<file path="config.mk">
export PLATFORM = sky130hd
export DESIGN_NAME = mlp1_out
export DESIGN_NICKNAME = d
export VERILOG_FILES = /design/src/assert_macros.svh /design/src/mlp1_pkg.sv /design/src/mlp1_out.sv
export SDC_FILE = /design/constraint.sdc
export NUM_CORES = 2
export LEC_CHECK = 0
export BUFFER_PORTS_ARGS = -buffer_cell sky130_fd_sc_hd__buf_4
export CAP_MARGIN = 20
export CORE_MARGIN = 2
export CORE_UTILIZATION = 50
export DETAILED_ROUTE_END_ITERATION = 10
export HOLD_SLACK_MARGIN = 0.08
export PLACE_DENSITY = 0.74
export SYNTH_ARGS = -nofsm -noshare
export SYNTH_HDL_FRONTEND = slang
export SYNTH_SLANG_ARGS = --single-unit
export TNS_END_PERCENT = 1
</file>
<file path="constraint.sdc">
create_clock -name clk -period 19.1 [get_ports clk]
set_input_delay 2.865 -clock clk [delete_from_list [all_inputs] [get_ports clk]]
set_output_delay 2.865 -clock clk [all_outputs]
set_load 0.1 [all_outputs]
</file>
<file path="src/assert_macros.svh">
// Assertion macros shared by the perceptron RTL.
// Both macros sample on clk and are disabled while rst_n is low.
`ifndef ASSERT_MACROS_SVH
`define ASSERT_MACROS_SVH

// Implication that is checked in the same cycle.
`define ASSERT_SAME(lbl, ante, cons, msg) \
    lbl: assert property (@(posedge clk) disable iff (!rst_n) (ante) |-> (cons)) \
        else $error(msg);

// Implication that is checked in the next cycle.
`define ASSERT_NEXT(lbl, ante, cons, msg) \
    lbl: assert property (@(posedge clk) disable iff (!rst_n) (ante) |=> (cons)) \
        else $error(msg);

`endif

</file>
<file path="src/mlp1_pkg.sv">
// Shared types, command codes and the sigmoid table for the perceptron block.
// No dependencies; the cell, output and top modules import this package.
package mlp1_pkg;

    localparam int SUM_W = 40;
    localparam int VAL_W = 16;

    // Item command codes
    localparam logic [1:0] CMD_HIDDEN_W = 2'd0;
    localparam logic [1:0] CMD_OUT_W    = 2'd1;
    localparam logic [1:0] CMD_FEATURE  = 2'd2;

    // Configuration register indexes
    localparam logic CFG_FEATURE_COUNT = 1'b0;
    localparam logic CFG_HIDDEN_COUNT  = 1'b1;

    localparam logic signed [VAL_W-1:0] NEG_ONE_Q12 = -16'sd4096;
    localparam logic signed [17:0]      NEG_ONE_Q16 = -18'sd65536;

    // Control handed from the sequencer to every cell
    typedef struct packed {
        logic mac;
        logic shift;
        logic clear;
    } cell_ctl_t;

    typedef logic [255:0][15:0] sig_table_t;

    // Restoring shift-and-subtract quotient, evaluated while building the table
    function automatic logic [95:0] udiv96(input logic [95:0] n, input logic [95:0] d);
        logic [95:0] q;
        logic [96:0] r;
        q = '0;
        r = '0;
        for (int b = 95; b >= 0; b--)
        begin
            r = {r[95:0], n[b]};
            if (r >= {1'b0, d})
            begin
                r    = r - {1'b0, d};
                q[b] = 1'b1;
            end
        end
        return q;
    endfunction

    // Build sigmoid samples at bins -8..+127/16 from powers of e^(-1/16) in Q0.32
    function automatic sig_table_t build_sigmoid();
        logic [95:0] e [0:128];
        logic [95:0] d;
        logic [95:0] s;
        sig_table_t  t;
        e[0] = 96'h1_0000_0000;
        for (int i = 1; i <= 128; i++)
        begin
            e[i] = (e[i-1] * 96'd4034748382 + (96'd1 << 31)) >> 32;
        end
        for (int i = 0; i < 256; i++)
        begin
            if (i >= 128)
            begin
                d = 96'h1_0000_0000 + e[i-128];
                s = udiv96((96'd1 << 48) + (d >> 1), d);
            end
            else
            begin
                d = 96'h1_0000_0000 + e[128-i];
                s = udiv96((e[128-i] << 16) + (d >> 1), d);
            end
            if (s > 96'd65535)
            begin
                s = 96'd65535;
            end
            t[i] = s[15:0];
        end
        return t;
    endfunction

    localparam sig_table_t SIGMOID_TABLE = build_sigmoid();

    // Clamp a bin to -128..127 and map it to a table index
    function automatic logic [7:0] sig_index(input logic signed [19:0] b);
        logic [7:0] r;
        if (b < -20'sd128)
        begin
            r = 8'h00;
        end
        else if (b > 20'sd127)
        begin
            r = 8'hFF;
        end
        else
        begin
            r = {~b[7], b[6:0]};
        end
        return r;
    endfunction

endpackage

</file>
<file path="src/mlp1_out.sv">
// Output node: output weights, sigmoid of each streamed hidden sum, weighted
// accumulation and the final sigmoid. Depends on mlp1_pkg.
module mlp1_out #(
    parameter int MAX_HIDDEN = 16
) (
    input  logic                               clk,
    input  logic                               rst_n,
    input  logic                               ow_we,
    input  logic [8:0]                         ow_index,
    input  logic signed [mlp1_pkg::VAL_W-1:0]  ow_data,
    input  logic                               in_valid,
    input  logic                               in_bias,
    input  logic [$clog2(MAX_HIDDEN+1)-1:0]    in_k,
    input  logic signed [mlp1_pkg::SUM_W-1:0]  in_sum,
    input  logic                               final_go,
    output logic [15:0]                        prediction,
    output logic                               done
);
    import mlp1_pkg::*;

    localparam int K_W      = $clog2(MAX_HIDDEN + 1);
    localparam int OW_DEPTH = MAX_HIDDEN + 1;

    logic signed [VAL_W-1:0] ow_mem [OW_DEPTH];
    logic                    ow_hit;
    logic [15:0]             lut1_reg;
    logic signed [VAL_W-1:0] w1_reg;
    logic                    b1_reg;
    logic                    v1_reg;
    logic signed [17:0]      x1;
    logic signed [33:0]      prod_reg;
    logic                    v2_reg;
    logic signed [SUM_W-1:0] acc_reg;
    logic signed [SUM_W-1:0] acc_next;
    logic [15:0]             pred_reg;
    logic                    done_reg;

    assign ow_hit = ow_we && (32'(ow_index) < 32'(OW_DEPTH));

    // Select the hidden value, or -1.0 for the bias node
    assign x1 = b1_reg ? NEG_ONE_Q16 : $signed({2'b00, lut1_reg});

    // Hold the weights, the lookup stage, the multiply stage and the final lookup
    always_ff @(posedge clk)
    begin
        if (ow_hit)
        begin
            ow_mem[ow_index[K_W-1:0]] <= ow_data;
        end
        lut1_reg <= SIGMOID_TABLE[sig_index($signed(in_sum[SUM_W-1:20]))];
        w1_reg   <= ow_mem[in_k];
        b1_reg   <= in_bias;
        prod_reg <= w1_reg * x1;
        pred_reg <= SIGMOID_TABLE[sig_index(20'($signed(acc_reg[SUM_W-1:24])))];
    end

    // Accumulate products; the final lookup restarts the sum
    always_comb
    begin
        acc_next = acc_reg;
        if (final_go)
        begin
            acc_next = '0;
        end
        else if (v2_reg)
        begin
            acc_next = acc_reg + SUM_W'(prod_reg);
        end
    end

    always_ff @(posedge clk or negedge rst_n)
    begin
        if (!rst_n)
        begin
            v1_reg   <= 1'b0;
            v2_reg   <= 1'b0;
            acc_reg  <= '0;
            done_reg <= 1'b0;
        end
        else
        begin
            v1_reg   <= in_valid;
            v2_reg   <= v1_reg;
            acc_reg  <= acc_next;
            done_reg <= final_go;
        end
    end

    assign prediction = pred_reg;
    assign done       = done_reg;

endmodule

</file>
==> results_dict.tcl <==
set metrics [dict create \
    setup_viol 0 \
    dr.first_iter.drc_count 3744 \
    slowest_stage "nor2b_1" \
    hold_path_class "reg -> reg" \
    grt_max_degree 69 \
    synth_ff_type "edfxtp_1" \
    ir_drop_mv 0.221 \
    cts_buffer_depth 3 \
    synth_top_area_cell "edfxtp_1" \
    cpMostUsedCell "fa_1" \
    synth_nets 4137 \
    synthCells 3615 \
    timing.rr.end "prod_reg[32]$_DFF_P_" \
    rsz0062_at_grt "no" \
    fin_hold_ws_ns 0.370 \
    final_common_cell "inv_1" \
    path_class "reg -> reg" \
    fill_cells 6231 \
    area_growth_pct 8.94 \
    dieArea_um2 72600 \
    largest_register_ffs 272 \
    via_per_inst 6.55 \
    die_h_um 269 \
    worst_slack_ns 11.31 \
    fmaxAchievable_ghz 0.128 \
    place_hpwl_mm 79.5 \
    cp-start-kind "flop" \
    tightest_slew_ns 1.25 \
    synth_cell_types 103 \
    synth_edf_count 272 \
    finalCritPeriodShare 0.408 \
    ys_warn_count 0 \
    pre_cts_ws_ns 10.96 \
    grt.overflow.total 0 \
    rows 97 \
    worstSkewPairLatency_ns 0.62 \
    cp-end-kind "flop" \
    path_clk_slew_ns 0.06 \
    critPathBufInv 4 \
    grt_pass1_vias 29800 \
    core_area_um2 69900 \
    dr.pass1.iters 6 \
    dr_total_vias 29800 \
    cp.required_ns 19.61 \
    cts_made_buffers 45 \
    synth.cell_area_um2 35200 \
    grt_use_total 0.316 \
    utilization 0.549 \
    cts_root_buf "clkbuf_16" \
    start_util 0.504 \
    cts-resized-gates 0 \
    route.detailed.drc 0 \
    hold_start "v1_reg$_DFF_PN0_" \
    leakage_nw 15.4 \
    route.detailed.wl_per_inst_um 25.5 \
    layout_min_cycle_time_ns 7.79 \
    cp.arrival_ns 8.30 \
    cts_max_level 2 \
    slew_viol_final 0 \
    path_delay_family "adder cells" \
    ant_nets 0 \
    nets 4096 \
    num_io_pins 93 \
    ys_ff_latch 398 \
    grt_pass1_wl_mm 179 \
    cts_setup_buffers 0 \
    synth_top_area_frac 0.232 \
    status "complete, no violations" \
    final_cell_mix "344 x inv_1, 335 x nand2_1, 282 x fa_1" \
    antenna_found_initial 2 \
    placed_cells 4465 \
    crit_chain "buf_16, nor2b_1, nand2_1, fa_1, fa_1, fa_1, inv_1, fa_1, fa_1, inv_1, fa_1, inv_1, ha_1, and4_1, a221oi_1, o21ai_0, a211oi_1, a211oi_1, o31ai_1, and2_1, nor2_1, o311ai_0" \
    crit_path_max_fanout 30 \
    tritoncts "built" \
    r2r_setup_slack_ns 11.31 \
    postCtsHoldBufs 0 \
    port_buffers 72 \
    r2r-start "b1_reg$_DFF_P_" \
    fin_tns_setup_ns 0 \
    hold_end "v2_reg$_DFF_PN0_" \
    postSynthAreaPerCell_um2 9.74 \
    timing.slew.headroom 0.160 \
    cpPeakStageDelay_ns 0.90 \
    rr_worst_depth 22 \
    p_per_area_nw_per_um2 207 \
    hold_depth 0 \
    maxCapViolations 0 \
    cts.sinks 398 \
    layout-drive-gt1-share 0.115 \
    finalWirelength_mm 116 \
    fin_cells 4555 \
    gp_congestion 1.07 \
    hold_viol 0 \
    ys_seq_area_frac 0.310 \
    ys_top_cells_by_area "edfxtp_1 23%, fa_1 16%, ha_1 5.8%" \
    finClkSkew_ns 0.0668 \
    synthArstFlopShare 0.108 \
    die_x_um 269 \
]
## metrics by stage
step	total power [mW]	cell area, um2
floorplan	5.43	35200
global placement	6.82	36600
detailed placement	6.86	36700
CTS	7.80	38300
global route	8.62	38400
finish	7.93	38400
## logic make-up (layout without fill, tap and decap cells)
group           after synthesis  count (layout)  share of synthesized area
flops                       398             398                      0.310
buf+inv                     592             588                     0.0665
xor+xnor                     59              59                     0.0147
simple gates               1066            1066                      0.149
mux                         131             131                     0.0666
other cells                   0               4                          0
fa+ha+maj                   446             446                      0.219
compound gates              923             923                      0.175
## layout make-up
type,count,area (um2),share of cell area
timing repair buffer,157,1280,0.0335
clock inverter,27,370,0.00965
clock buffer,57,1220,0.0319
antenna,4,10.0,0.000261
tap,940,1180,0.0307
sequential,398,10900,0.284
inverter,347,1300,0.0340
multi-input combinational,2625,22100,0.576
## cell usage after synthesis, drive strengths merged (24+ instances only)
cell type,count
a211oi,45
a21o,40
a21oi,249
a221oi,24
a31oi,47
and2,144
and3,24
buf,79
clkbuf,166
dfrtp,43
dfxtp,83
edfxtp,272
fa,282
ha,164
inv,347
mux2i,33
mux4,81
nand2,337
nand3,71
nand4,26
nor2,244
nor2b,29
nor3,78
o211ai,44
o21ai,190
o22ai,28
xnor2,43
## power by group
part | internal [mW] | switching [mW]
clock | 0.533 | 0.381
sequential | 1.07 | 0.0865
combinational | 2.20 | 3.65
## metal layers
| metal | global-route usage | vias up | wire length (um) |
|---|---|---|---|
| met4 | 0.154 | 2 | 6590 |
| met5 | 0 | - | 18 |
| li1 | - | 12900 | - |
| met2 | 0.491 | 1960 | 51400 |
| met3 | 0.0768 | 473 | 13100 |
| met1 | 0.416 | 14500 | 44900 |
## worst max-delay path by stage
| stage | startpoint | endpoint | slack (ns) | cells after the start |
|---|---|---|---|---|
| 2_1_floorplan | b1_reg$_DFF_P_ | prod_reg[32]$_DFF_P_ | 12.51 | 25 |
| 3_3_place_gp | b1_reg$_DFF_P_ | prod_reg[32]$_DFF_P_ | 10.99 | 21 |
| 3_5_place_dp | b1_reg$_DFF_P_ | prod_reg[32]$_DFF_P_ | 10.96 | 21 |
| 4_1_cts | b1_reg$_DFF_P_ | prod_reg[32]$_DFF_P_ | 10.99 | 21 |
| 5_1_grt | b1_reg$_DFF_P_ | prod_reg[32]$_DFF_P_ | 10.84 | 22 |
| 6_report | b1_reg$_DFF_P_ | prod_reg[32]$_DFF_P_ | 11.31 | 22 |
Power figures use the tool's default switching activity.
