<file path="src/assert_macros.svh">
// Assertion macros shared by the perceptron RTL.
// Both macros sample on clk and are disabled while rst_n is low.
`ifndef ASSERT_MACROS_SVH
`define ASSERT_MACROS_SVH

// Implication that is checked in the same cycle.
`define ASSERT_SAME(lbl, ante, cons, msg) \
    lbl: assert property (@(posedge clk) disable iff (!rst_n) (ante) |-> (cons)) \
        else $error(msg);

// Implication that is checked in the next cycle.
`define ASSERT_NEXT(lbl, ante, cons, msg) \
    lbl: assert property (@(posedge clk) disable iff (!rst_n) (ante) |=> (cons)) \
        else $error(msg);

`endif

</file>
<file path="src/mlp1_pkg.sv">
// Shared types, command codes and the sigmoid table for the perceptron block.
// No dependencies; the cell, output and top modules import this package.
package mlp1_pkg;

    localparam int SUM_W = 40;
    localparam int VAL_W = 16;

    // Item command codes
    localparam logic [1:0] CMD_HIDDEN_W = 2'd0;
    localparam logic [1:0] CMD_OUT_W    = 2'd1;
    localparam logic [1:0] CMD_FEATURE  = 2'd2;

    // Configuration register indexes
    localparam logic CFG_FEATURE_COUNT = 1'b0;
    localparam logic CFG_HIDDEN_COUNT  = 1'b1;

    localparam logic signed [VAL_W-1:0] NEG_ONE_Q12 = -16'sd4096;
    localparam logic signed [17:0]      NEG_ONE_Q16 = -18'sd65536;

    // Control handed from the sequencer to every cell
    typedef struct packed {
        logic mac;
        logic shift;
        logic clear;
    } cell_ctl_t;

    typedef logic [255:0][15:0] sig_table_t;

    // Restoring shift-and-subtract quotient, evaluated while building the table
    function automatic logic [95:0] udiv96(input logic [95:0] n, input logic [95:0] d);
        logic [95:0] q;
        logic [96:0] r;
        q = '0;
        r = '0;
        for (int b = 95; b >= 0; b--)
        begin
            r = {r[95:0], n[b]};
            if (r >= {1'b0, d})
            begin
                r    = r - {1'b0, d};
                q[b] = 1'b1;
            end
        end
        return q;
    endfunction

    // Build sigmoid samples at bins -8..+127/16 from powers of e^(-1/16) in Q0.32
    function automatic sig_table_t build_sigmoid();
        logic [95:0] e [0:128];
        logic [95:0] d;
        logic [95:0] s;
        sig_table_t  t;
        e[0] = 96'h1_0000_0000;
        for (int i = 1; i <= 128; i++)
        begin
            e[i] = (e[i-1] * 96'd4034748382 + (96'd1 << 31)) >> 32;
        end
        for (int i = 0; i < 256; i++)
        begin
            if (i >= 128)
            begin
                d = 96'h1_0000_0000 + e[i-128];
                s = udiv96((96'd1 << 48) + (d >> 1), d);
            end
            else
            begin
                d = 96'h1_0000_0000 + e[128-i];
                s = udiv96((e[128-i] << 16) + (d >> 1), d);
            end
            if (s > 96'd65535)
            begin
                s = 96'd65535;
            end
            t[i] = s[15:0];
        end
        return t;
    endfunction

    localparam sig_table_t SIGMOID_TABLE = build_sigmoid();

    // Clamp a bin to -128..127 and map it to a table index
    function automatic logic [7:0] sig_index(input logic signed [19:0] b);
        logic [7:0] r;
        if (b < -20'sd128)
        begin
            r = 8'h00;
        end
        else if (b > 20'sd127)
        begin
            r = 8'hFF;
        end
        else
        begin
            r = {~b[7], b[6:0]};
        end
        return r;
    endfunction

endpackage

</file>
<file path="src/mlp1_cell.sv">
// One hidden-node cell: its weight row, a multiply stage and its running sum.
// The sum shifts toward cell 0 during the finishing pass. Depends on mlp1_pkg.
`include "assert_macros.svh"

module mlp1_cell #(
    parameter int CELL_IDX = 0,
    parameter int STRIDE   = 17
) (
    input  logic                                clk,
    input  logic                                rst_n,
    input  mlp1_pkg::cell_ctl_t                 ctl,
    input  logic                                active,
    input  logic [$clog2(STRIDE)-1:0]           col,
    input  logic signed [mlp1_pkg::VAL_W-1:0]   feat,
    input  logic                                wr_en,
    input  logic [8:0]                          wr_index,
    input  logic signed [mlp1_pkg::VAL_W-1:0]   wr_data,
    input  logic signed [mlp1_pkg::SUM_W-1:0]   shift_in,
    output logic signed [mlp1_pkg::SUM_W-1:0]   sum
);
    import mlp1_pkg::*;

    localparam int COL_W    = $clog2(STRIDE);
    localparam int ROW_BASE = CELL_IDX * STRIDE;

    logic signed [VAL_W-1:0]   wmem [STRIDE];
    logic [31:0]               idx_ext;
    logic [31:0]               idx_off;
    logic                      hit;
    logic [COL_W-1:0]          wcol;
    logic signed [VAL_W-1:0]   w_rd_reg;
    logic signed [VAL_W-1:0]   f1_reg;
    logic signed [2*VAL_W-1:0] prod_reg;
    logic                      v1_reg;
    logic                      v2_reg;
    logic signed [SUM_W-1:0]   sum_reg;
    logic signed [SUM_W-1:0]   sum_next;

    // Decode a weight write into this row
    assign idx_ext = 32'(wr_index);
    assign idx_off = idx_ext - 32'(ROW_BASE);
    assign hit     = wr_en && (idx_ext >= 32'(ROW_BASE)) && (idx_off < 32'(STRIDE));
    assign wcol    = idx_off[COL_W-1:0];

    // Hold the row and the multiply data path
    always_ff @(posedge clk)
    begin
        if (hit)
        begin
            wmem[wcol] <= wr_data;
        end
        w_rd_reg <= wmem[col];
        f1_reg   <= feat;
        prod_reg <= w_rd_reg * f1_reg;
    end

    // Pick the next sum: clear, shift from the neighbor, or accumulate
    always_comb
    begin
        sum_next = sum_reg;
        if (ctl.clear)
        begin
            sum_next = '0;
        end
        else if (ctl.shift)
        begin
            sum_next = shift_in;
        end
        else if (v2_reg)
        begin
            sum_next = sum_reg + SUM_W'(prod_reg);
        end
    end

    always_ff @(posedge clk or negedge rst_n)
    begin
        if (!rst_n)
        begin
            v1_reg  <= 1'b0;
            v2_reg  <= 1'b0;
            sum_reg <= '0;
        end
        else
        begin
            v1_reg  <= ctl.mac && active;
            v2_reg  <= v1_reg;
            sum_reg <= sum_next;
        end
    end

    assign sum = sum_reg;

    `ASSERT_NEXT(a_clear_zeroes_sum, ctl.clear, sum_reg == '0, "cell sum not cleared")

endmodule

</file>
<file path="config.mk">
export PLATFORM = sky130hd
export DESIGN_NAME = mlp1_cell
export DESIGN_NICKNAME = d
export VERILOG_FILES = /design/src/mlp1_pkg.sv /design/src/mlp1_cell.sv
export VERILOG_INCLUDE_DIRS = /design/src /design/src/src
export SDC_FILE = /design/constraint.sdc
export NUM_CORES = 1
export LEC_CHECK = 0
export ABC_AREA = 1
export BUFFER_PORTS_ARGS = -buffer_cell sky130_fd_sc_hd__buf_2
export CAP_MARGIN = 20
export CORE_AREA = 2 2 218 220
export DETAILED_ROUTE_END_ITERATION = 16
export DIE_AREA = 0 0 220 222
export PLACE_DENSITY = 0.78
export SLEW_MARGIN = 40
export SYNTH_ARGS = -nofsm -noshare
export SYNTH_HDL_FRONTEND = slang
export SYNTH_SLANG_ARGS = --single-unit
</file>
<file path="constraint.sdc">
create_clock -name clk -period 7.5 [get_ports clk]
set_input_delay 0.375 -clock clk [delete_from_list [all_inputs] [get_ports clk]]
set_output_delay 0.375 -clock clk [all_outputs]
set_load 0.05 [all_outputs]
</file>
==> results.ini, run 1 <==
[status]
run_status=completed

[die]
die-area_um2=48800
core_area_um2=46300
die_w_um=220
boundaryPins=133
start_util=0.596
die_h_um=222
std_cell_rows=79

[synth]
synthesized_cell_area_um2=27600
synth_top_cell_by_area=sky130_fd_sc_hd__edfxtp_1
post-synth-top-area-fraction=0.296
netlist_top_cells_area=sky130_fd_sc_hd__edfxtp_1 30%, sky130_fd_sc_hd__fa_1 19%, sky130_fd_sc_hd__nand2_1 9.9%, sky130_fd_sc_hd__inv_1 8.6%, sky130_fd_sc_hd__ha_1 5.5%
syn_inst=3158
synth-edff-count=272
yosys_most_used_dff=sky130_fd_sc_hd__edfxtp_1
netlist_top_cells_count=726 x sky130_fd_sc_hd__nand2_1, 632 x sky130_fd_sc_hd__inv_1, 373 x sky130_fd_sc_hd__nor2_1
net_count_after_synthesis=3635
yosys_register_bits=378
yosys_warnings=0
seq_area_frac_synth=0.381
synthDistinctLibCells=42
post_synthesis_async_set_or_reset_flop_share=0.111
most_used_standard_cell_by_instance_count_after_synthesis=sky130_fd_sc_hd__nand2_1
avgSynthCellArea_um2=8.74

[clock_network]
cts-buffers-inserted=41
clk_pin_slew_ps=60
clk_root_buffer_cell=sky130_fd_sc_hd__clkbuf_16
cts_buffer_depth=3
clk_latency_ps=600
cts-htree-levels=2
tritoncts_clock_tree=built
number_of_clock_sinks_seen_by_cts=378
buffers_inserted_during_post_cts_setup_optimization=0
cts_resized=0

[placement]
place.detailed.instances=3796
routabilityCongestion=1.07
io_buffer_count=132
dpl-instance-area_um2=28700
detailed_place_hpwl_mm=55.7

[critical_path]
crit_path_max_fanout=16
worst_flop_to_flop_path_endpoint=prod_reg[31]
critical-path-top-delay-family=adder cells
cp_common_cell=sky130_fd_sc_hd__fa_1
worstPathBufferInverterCount=4
critical_path_capture_point=prod_reg[31]
critical_path_class=reg -> reg
crit_path_from=f1_reg[1]
worst_setup_path_end_kind=register
critical-path-slowest-cell=sky130_fd_sc_hd__fa_1
cp_num_cells=20
r2r_cells=20
required_ps=7980
crit_path_cell_trace=nand2_1 > inv_1 > fa_1 > fa_1 > inv_1 > fa_1 > fa_1 > fa_1 > fa_1 > inv_1 > ha_1 > nand2_1 > nor3_1 > nand4_1 > nand3_1 > nand2_1 > nand3_1 > inv_1 > nand2_1 > nand2_1
critical-path-max-stage-delay_ps=830
setup.reg_to_reg.worst_slack_ps=1400
timing.critical_path.from_type=register
worstReg2RegStart=f1_reg[1]
timing.critical_path.arrival_ps=6580

[timing]
slew_violations=0
rsz_0062_raised_after_global_routing=no
finalCritPeriodShare=0.813
period_needed_ps=6100
max-slew-margin-rel=0.369
worst_slew_pin_slew_ps=945
setup_tns_ps=0
hold_viol=0
final_setup_violating_endpoints=0
timing.fmax_ghz=0.164
fin_worst_skew_ps=30.8

[cells_and_area]
flip_flop_count_of_the_largest_register_all_copies_and_words_added=272
synthToLayoutAreaGrowth_pct=9.47
postLayoutCellArea_um2=30200
nNetsFinal=3728
final_cell_count_no_fill=3891
drive_gt1_frac=0.0780
layout_utilization=0.653

[global_route]
track_usage=0.317
maximum_number_of_pins_on_one_net_before_global_route_repair=93
overflow=0
grt_antenna_before_repair=2
grt_pass1_vias=21860
grt_first_pass_wirelength_mm=118

[route]
vias=21468
drt-wirelength-per-cell_um=19.4
dr.first_iter.drc_count=1938
first_pass_iters=5
drc_errors=0
route.antenna.remaining_nets=0
routed_via_density=5.52
detailed_route_wl_mm=75.6

[job]
cap_violations=0

[worst_hold_path]
hold_path_class=in -> reg

## cell families (layout without fill, tap and decap cells)
kind of cell	Yosys count	after routing	synth area share
AO/OA/AOI/OAI	329	329	0.0702
other	0	1	0
buffers and inverters	764	889	0.107
flip-flops	378	378	0.381
XOR/XNOR	49	49	0.0156
adder cells (fa/ha/maj)	384	384	0.246
AND/OR/NAND/NOR	1254	1254	0.180
## worst reg2reg max path, cell delays in order (launching register included)
cell	delay (ps)
sky130_fd_sc_hd__dfxtp_1	700
sky130_fd_sc_hd__nand2_1	200
sky130_fd_sc_hd__inv_1	160
sky130_fd_sc_hd__fa_1	530
sky130_fd_sc_hd__fa_1	830
sky130_fd_sc_hd__inv_1	160
sky130_fd_sc_hd__fa_1	510
sky130_fd_sc_hd__fa_1	570
sky130_fd_sc_hd__fa_1	430
sky130_fd_sc_hd__fa_1	490
sky130_fd_sc_hd__inv_1	40
sky130_fd_sc_hd__ha_1	340
sky130_fd_sc_hd__nand2_1	130
sky130_fd_sc_hd__nor3_1	280
sky130_fd_sc_hd__nand4_1	140
sky130_fd_sc_hd__nand3_1	180
sky130_fd_sc_hd__nand2_1	70
sky130_fd_sc_hd__nand3_1	90
sky130_fd_sc_hd__inv_1	50
sky130_fd_sc_hd__nand2_1	50
sky130_fd_sc_hd__nand2_1	40
## layout make-up
class / count / area (µm²)
fillers: 3749 / 16100
diodes: 1 / 2.50
clock inverters: 23 / 211
multi-input cells: 2016 / 14100
repair buffers: 179 / 1080
well taps: 607 / 759
flip-flops and latches: 378 / 10500
clock buffers: 52 / 1120
inverters: 635 / 2380
## placed cells by master, fill, tap and decap left out, drive strengths merged, types with 5 or more instances in the layout
cell | netlist | layout
nand4 | 19 | 19
ha | 121 | 121
a31oi | 16 | 16
nor3 | 12 | 12
xnor2 | 14 | 14
inv | 634 | 636
o221ai | 48 | 48
edfxtp | 272 | 272
clkbuf | 100 | 52
clkinv | 1 | 21
o22ai | 16 | 16
a21o | 5 | 5
dfxtp | 64 | 64
buf | 29 | 160
nand3 | 106 | 106
o31ai | 8 | 8
dfrtp | 42 | 42
fa | 263 | 263
o21bai | 7 | 7
xor2 | 35 | 35
nand2 | 731 | 731
o21ai | 171 | 171
a21oi | 57 | 57
dlygate4sd3 | 0 | 19
nor2 | 377 | 377
or2 | 7 | 7
## stage by stage
step	worst slack, ps	hold slack, ps
2_1_floorplan	1960	79.4
3_3_place_gp	1620	337
3_5_place_dp	1490	346
4_1_cts	1450	76.8
5_1_grt	1030	108
6_report	1400	95.6
## worst min path at each step
stage / start / end / slack (ps) / cells past startpoint
global route: shift_in[5] / sum[5] / 110 / 3
finish: shift_in[5] / sum[5] / 100 / 3
CTS: shift_in[6] / sum[6] / 80 / 3
detailed placement: v1_reg / v2_reg / 350 / 0
floorplan: rst_n / sum[0] / 80 / 0
global placement: v1_reg / v2_reg / 340 / 0
## timing repair
item	in CTS	in global routing
hold buffers	19	0
setup endpoints to repair	0	0
hold endpoints to repair	59	0
## layer usage
layer / up-vias / global-route usage / part of all wire
li1: 10018 / - / -
met1: 10311 / 0.408 / 0.40
met2: 968 / 0.523 / 0.47
met3: 169 / 0.0687 / 0.086
met4: 2 / 0.127 / 0.044
met5: - / 0 / 0.00017
Power of run 1 is left out: the tool's default activity adds up to more than one toggle a clock period on the data nets, which glitch-free logic cannot reach.
==> run 2, diff against run 1 <==
--- a/config.mk
+++ b/config.mk
@@ -6,13 +6,13 @@
 export SDC_FILE = /design/constraint.sdc
 export NUM_CORES = 1
 export LEC_CHECK = 0
-export ABC_AREA = 1
+export ABC_AREA = 0
 export BUFFER_PORTS_ARGS = -buffer_cell sky130_fd_sc_hd__buf_2
 export CAP_MARGIN = 20
-export CORE_AREA = 2 2 218 220
+export CORE_AREA = 2 2 215 217
 export DETAILED_ROUTE_END_ITERATION = 16
-export DIE_AREA = 0 0 220 222
-export PLACE_DENSITY = 0.78
+export DIE_AREA = 0 0 217 219
+export PLACE_DENSITY = 0.77
 export SLEW_MARGIN = 40
 export SYNTH_ARGS = -nofsm -noshare
 export SYNTH_HDL_FRONTEND = slang
==> constraint.sdc (replaced) <==
create_clock -name clk -period 5.3 [get_ports clk]
set_input_delay 0.265 -clock clk [delete_from_list [all_inputs] [get_ports clk]]
set_output_delay 0.265 -clock clk [all_outputs]
set_load 0.05 [all_outputs]
==> results.ini, run 2 <==
[cells_and_area]
flip_flop_count_of_the_largest_register_all_copies_and_words_added=272
regArea_um2=10600
final_cell_mix=308 x sky130_fd_sc_hd__inv_1, 272 x sky130_fd_sc_hd__edfxtp_1, 252 x sky130_fd_sc_hd__fa_1
nNetsFinal=2853
layout_commonest_cell=sky130_fd_sc_hd__inv_1
drive_gt1_frac=0.249
synthToLayoutAreaGrowth_pct=19.1
multi_input_area_um2=13900
antenna_cells=0
final_cell_count_no_fill=3006
fillCellCount=3127

[synth]
synth_compound_gate_area_share=0.0672
yosys_register_bits=378
synth-edff-count=272
yosys.area_share.adder=0.266
synth_top_family_by_area=adder cells
yosys_warnings=0
synthesized_cell_area_um2=25500
post_synthesis_async_set_or_reset_flop_share=0.111
avgSynthCellArea_um2=12.4
multiplexer_area_fraction_after_synthesis=0.0805
synth_top_cell_by_area=sky130_fd_sc_hd__edfxtp_1
yosys_most_used_dff=sky130_fd_sc_hd__edfxtp_1
synth-simple-area-share=0.0873
net_count_after_synthesis=2535
netlist_top_cells_count=331 x sky130_fd_sc_hd__inv_1, 272 x sky130_fd_sc_hd__edfxtp_1, 263 x sky130_fd_sc_hd__fa_1
netlist_top_cells_area=sky130_fd_sc_hd__edfxtp_1 32%, sky130_fd_sc_hd__fa_1 21%, sky130_fd_sc_hd__mux4_2 7.1%, sky130_fd_sc_hd__ha_1 5.9%, sky130_fd_sc_hd__dfxtp_1 5.0%
most_used_standard_cell_by_instance_count_after_synthesis=sky130_fd_sc_hd__inv_1
synth-xor-area-share=0.0244
syn_inst=2058
post-synth-top-area-fraction=0.320
seq_area_frac_synth=0.412
synthDistinctLibCells=77

[clock_network]
clk_root_buffer_cell=sky130_fd_sc_hd__clkbuf_16
clk_pin_slew_ps=70
clk_latency_ps=580
cts_buffer_depth=3
cts-buffers-inserted=40
cts-htree-levels=2
number_of_clock_sinks_seen_by_cts=378
tritoncts_clock_tree=built

[die]
die_h_um=219
die-area_um2=47500
core_area_um2=45100
boundaryPins=133
std_cell_rows=78
start_util=0.565
die_w_um=217

[timing]
finalWorstSetupSlack_ps=-450
final_setup_violating_endpoints=15
hold_viol=0
fin_worst_skew_ps=20.9
finalCritPeriodShare=1.08
max-slew-margin-rel=0.442
worst_slew_pin_slew_ps=837
period_needed_ps=5750
rsz_0062_raised_after_global_routing=yes
slew_violations=0
timing.fmax_ghz=0.174

[global_route]
maximum_number_of_pins_on_one_net_before_global_route_repair=48
overflow=0
grt_pass1_vias=18396
grt_first_pass_wirelength_mm=96.8
track_usage=0.265
grt_antenna_before_repair=2

[route]
vias=16822
dr.first_iter.drc_count=1174
route.antenna.remaining_nets=0
routed_via_density=5.60
drc_errors=0
detailed_route_wl_mm=61.1
drt-wirelength-per-cell_um=20.3
first_pass_iters=5

[critical_path]
required_ps=5760
timing.critical_path.arrival_ps=6210
crit_path_max_fanout=6
worst_setup_path_end_kind=register
critical_path_class=reg -> reg
timing.critical_path.from_type=register

[job]
cap_violations=0

[status]
violations=setup timing
run_status=finished, violations left

[placement]
io_buffer_count=132
routabilityCongestion=0.948
detailed_place_hpwl_mm=42.6
place.detailed.instances=2862
pre_cts_ws_ps=-597

[worst_hold_path]
hold_path_class=in -> reg

[run 2: cell count changes in the layout (fill, tap and decap cells not counted), moves of 26 or more]
| cell | previous run | this run |
|---|---|---|
| sky130_fd_sc_hd__o21ai_0 | 166 | 35 |
| sky130_fd_sc_hd__nand3_1 | 102 | 7 |
| sky130_fd_sc_hd__o221ai_1 | 48 | 2 |
| sky130_fd_sc_hd__xnor2_1 | 14 | 44 |
| sky130_fd_sc_hd__mux4_2 | 0 | 80 |
| sky130_fd_sc_hd__nor2_1 | 373 | 86 |
| sky130_fd_sc_hd__buf_4 | 29 | 139 |
| sky130_fd_sc_hd__nand2_1 | 726 | 161 |
| sky130_fd_sc_hd__dlygate4sd3_1 | 19 | 52 |
| sky130_fd_sc_hd__buf_6 | 1 | 27 |
| sky130_fd_sc_hd__a21o_1 | 5 | 33 |
| sky130_fd_sc_hd__and2_1 | 0 | 114 |
| sky130_fd_sc_hd__inv_1 | 630 | 308 |
[run 2: per-stage QoR]
stage | area [µm²] | hold WS (ps) | TNS (ps) | utilization
2_1_floorplan | 25800 | -30.6 | -311 | -
3_3_place_gp | 27900 | 337 | -3990 | 0.618
3_5_place_dp | 27900 | 291 | -5190 | 0.619
4_1_cts | 30000 | 1.90 | -3480 | 0.666
5_1_grt | 30400 | 24.9 | -6910 | 0.674
6_report | 30400 | 22.1 | -3410 | 0.674
[run 2: critical path, stage by stage (launching register included)]
cell	delay, ps
sky130_fd_sc_hd__dfxtp_4	370
sky130_fd_sc_hd__buf_6	130
sky130_fd_sc_hd__and2_1	150
sky130_fd_sc_hd__fa_1	530
sky130_fd_sc_hd__inv_1	50
sky130_fd_sc_hd__fa_1	450
sky130_fd_sc_hd__fa_1	550
sky130_fd_sc_hd__inv_2	50
sky130_fd_sc_hd__fa_1	430
sky130_fd_sc_hd__inv_2	70
sky130_fd_sc_hd__fa_1	430
sky130_fd_sc_hd__fa_1	500
sky130_fd_sc_hd__inv_1	70
sky130_fd_sc_hd__ha_4	220
sky130_fd_sc_hd__a21o_1	170
sky130_fd_sc_hd__a21o_1	190
sky130_fd_sc_hd__a21oi_2	200
sky130_fd_sc_hd__o22ai_2	100
sky130_fd_sc_hd__or4b_4	530
sky130_fd_sc_hd__a31o_2	220
sky130_fd_sc_hd__a21oi_2	120
sky130_fd_sc_hd__xnor2_1	80
[run 2: layout make-up]
type,instances,area share
flip-flops and latches,378,0.348
inverters,331,0.0410
clock buffers,54,0.0350
repair buffers,351,0.0854
clock inverters,18,0.00910
multi-input cells,1274,0.457
well taps,600,0.0247
[run 2: final timing paths]
check | start | to | slack, ps | cells after the start
max in group asynchronous | rst_n | sum[26] | 4670 | 2
max | f1_reg[4] | prod_reg[31] | -450 | 21
min | shift_in[31] | sum[31] | 20 | 3
min reg2reg | v1_reg | v2_reg | 350 | 0
max reg2reg | f1_reg[4] | prod_reg[31] | -450 | 21
min in group asynchronous | rst_n | sum[3] | 220 | 2
[run 2: kinds of logic after synthesis]
kind of cell,after synthesis
AO/OA/AOI/OAI,259
XOR/XNOR,71
adder cells (fa/ha/maj),384
buffers and inverters,406
flip-flops,378
multiplexers,103
AND/OR/NAND/NOR,457
[run 2: routing by layer]
| metal | global-route usage | wire length (µm) | vias to the layer above |
|---|---|---|---|
| li1 | - | - | 7581 |
| met1 | 0.321 | 23600 | 8456 |
| met2 | 0.485 | 32100 | 650 |
| met3 | 0.0430 | 3820 | 131 |
| met4 | 0.0817 | 1580 | 4 |
| met5 | 0 | 25 | - |
[run 2: timing repair]
item | 4_1_cts | 5_1_grt
hold buffers | 51 | 1
endpoints found under the setup margin | 17 | 19
setup buffers | 11 | 12
resized for setup | 63 | 76
pin swaps | 37 | 39
hold endpoints to repair | 91 | 1
Power of run 2 is left out for the same reason.
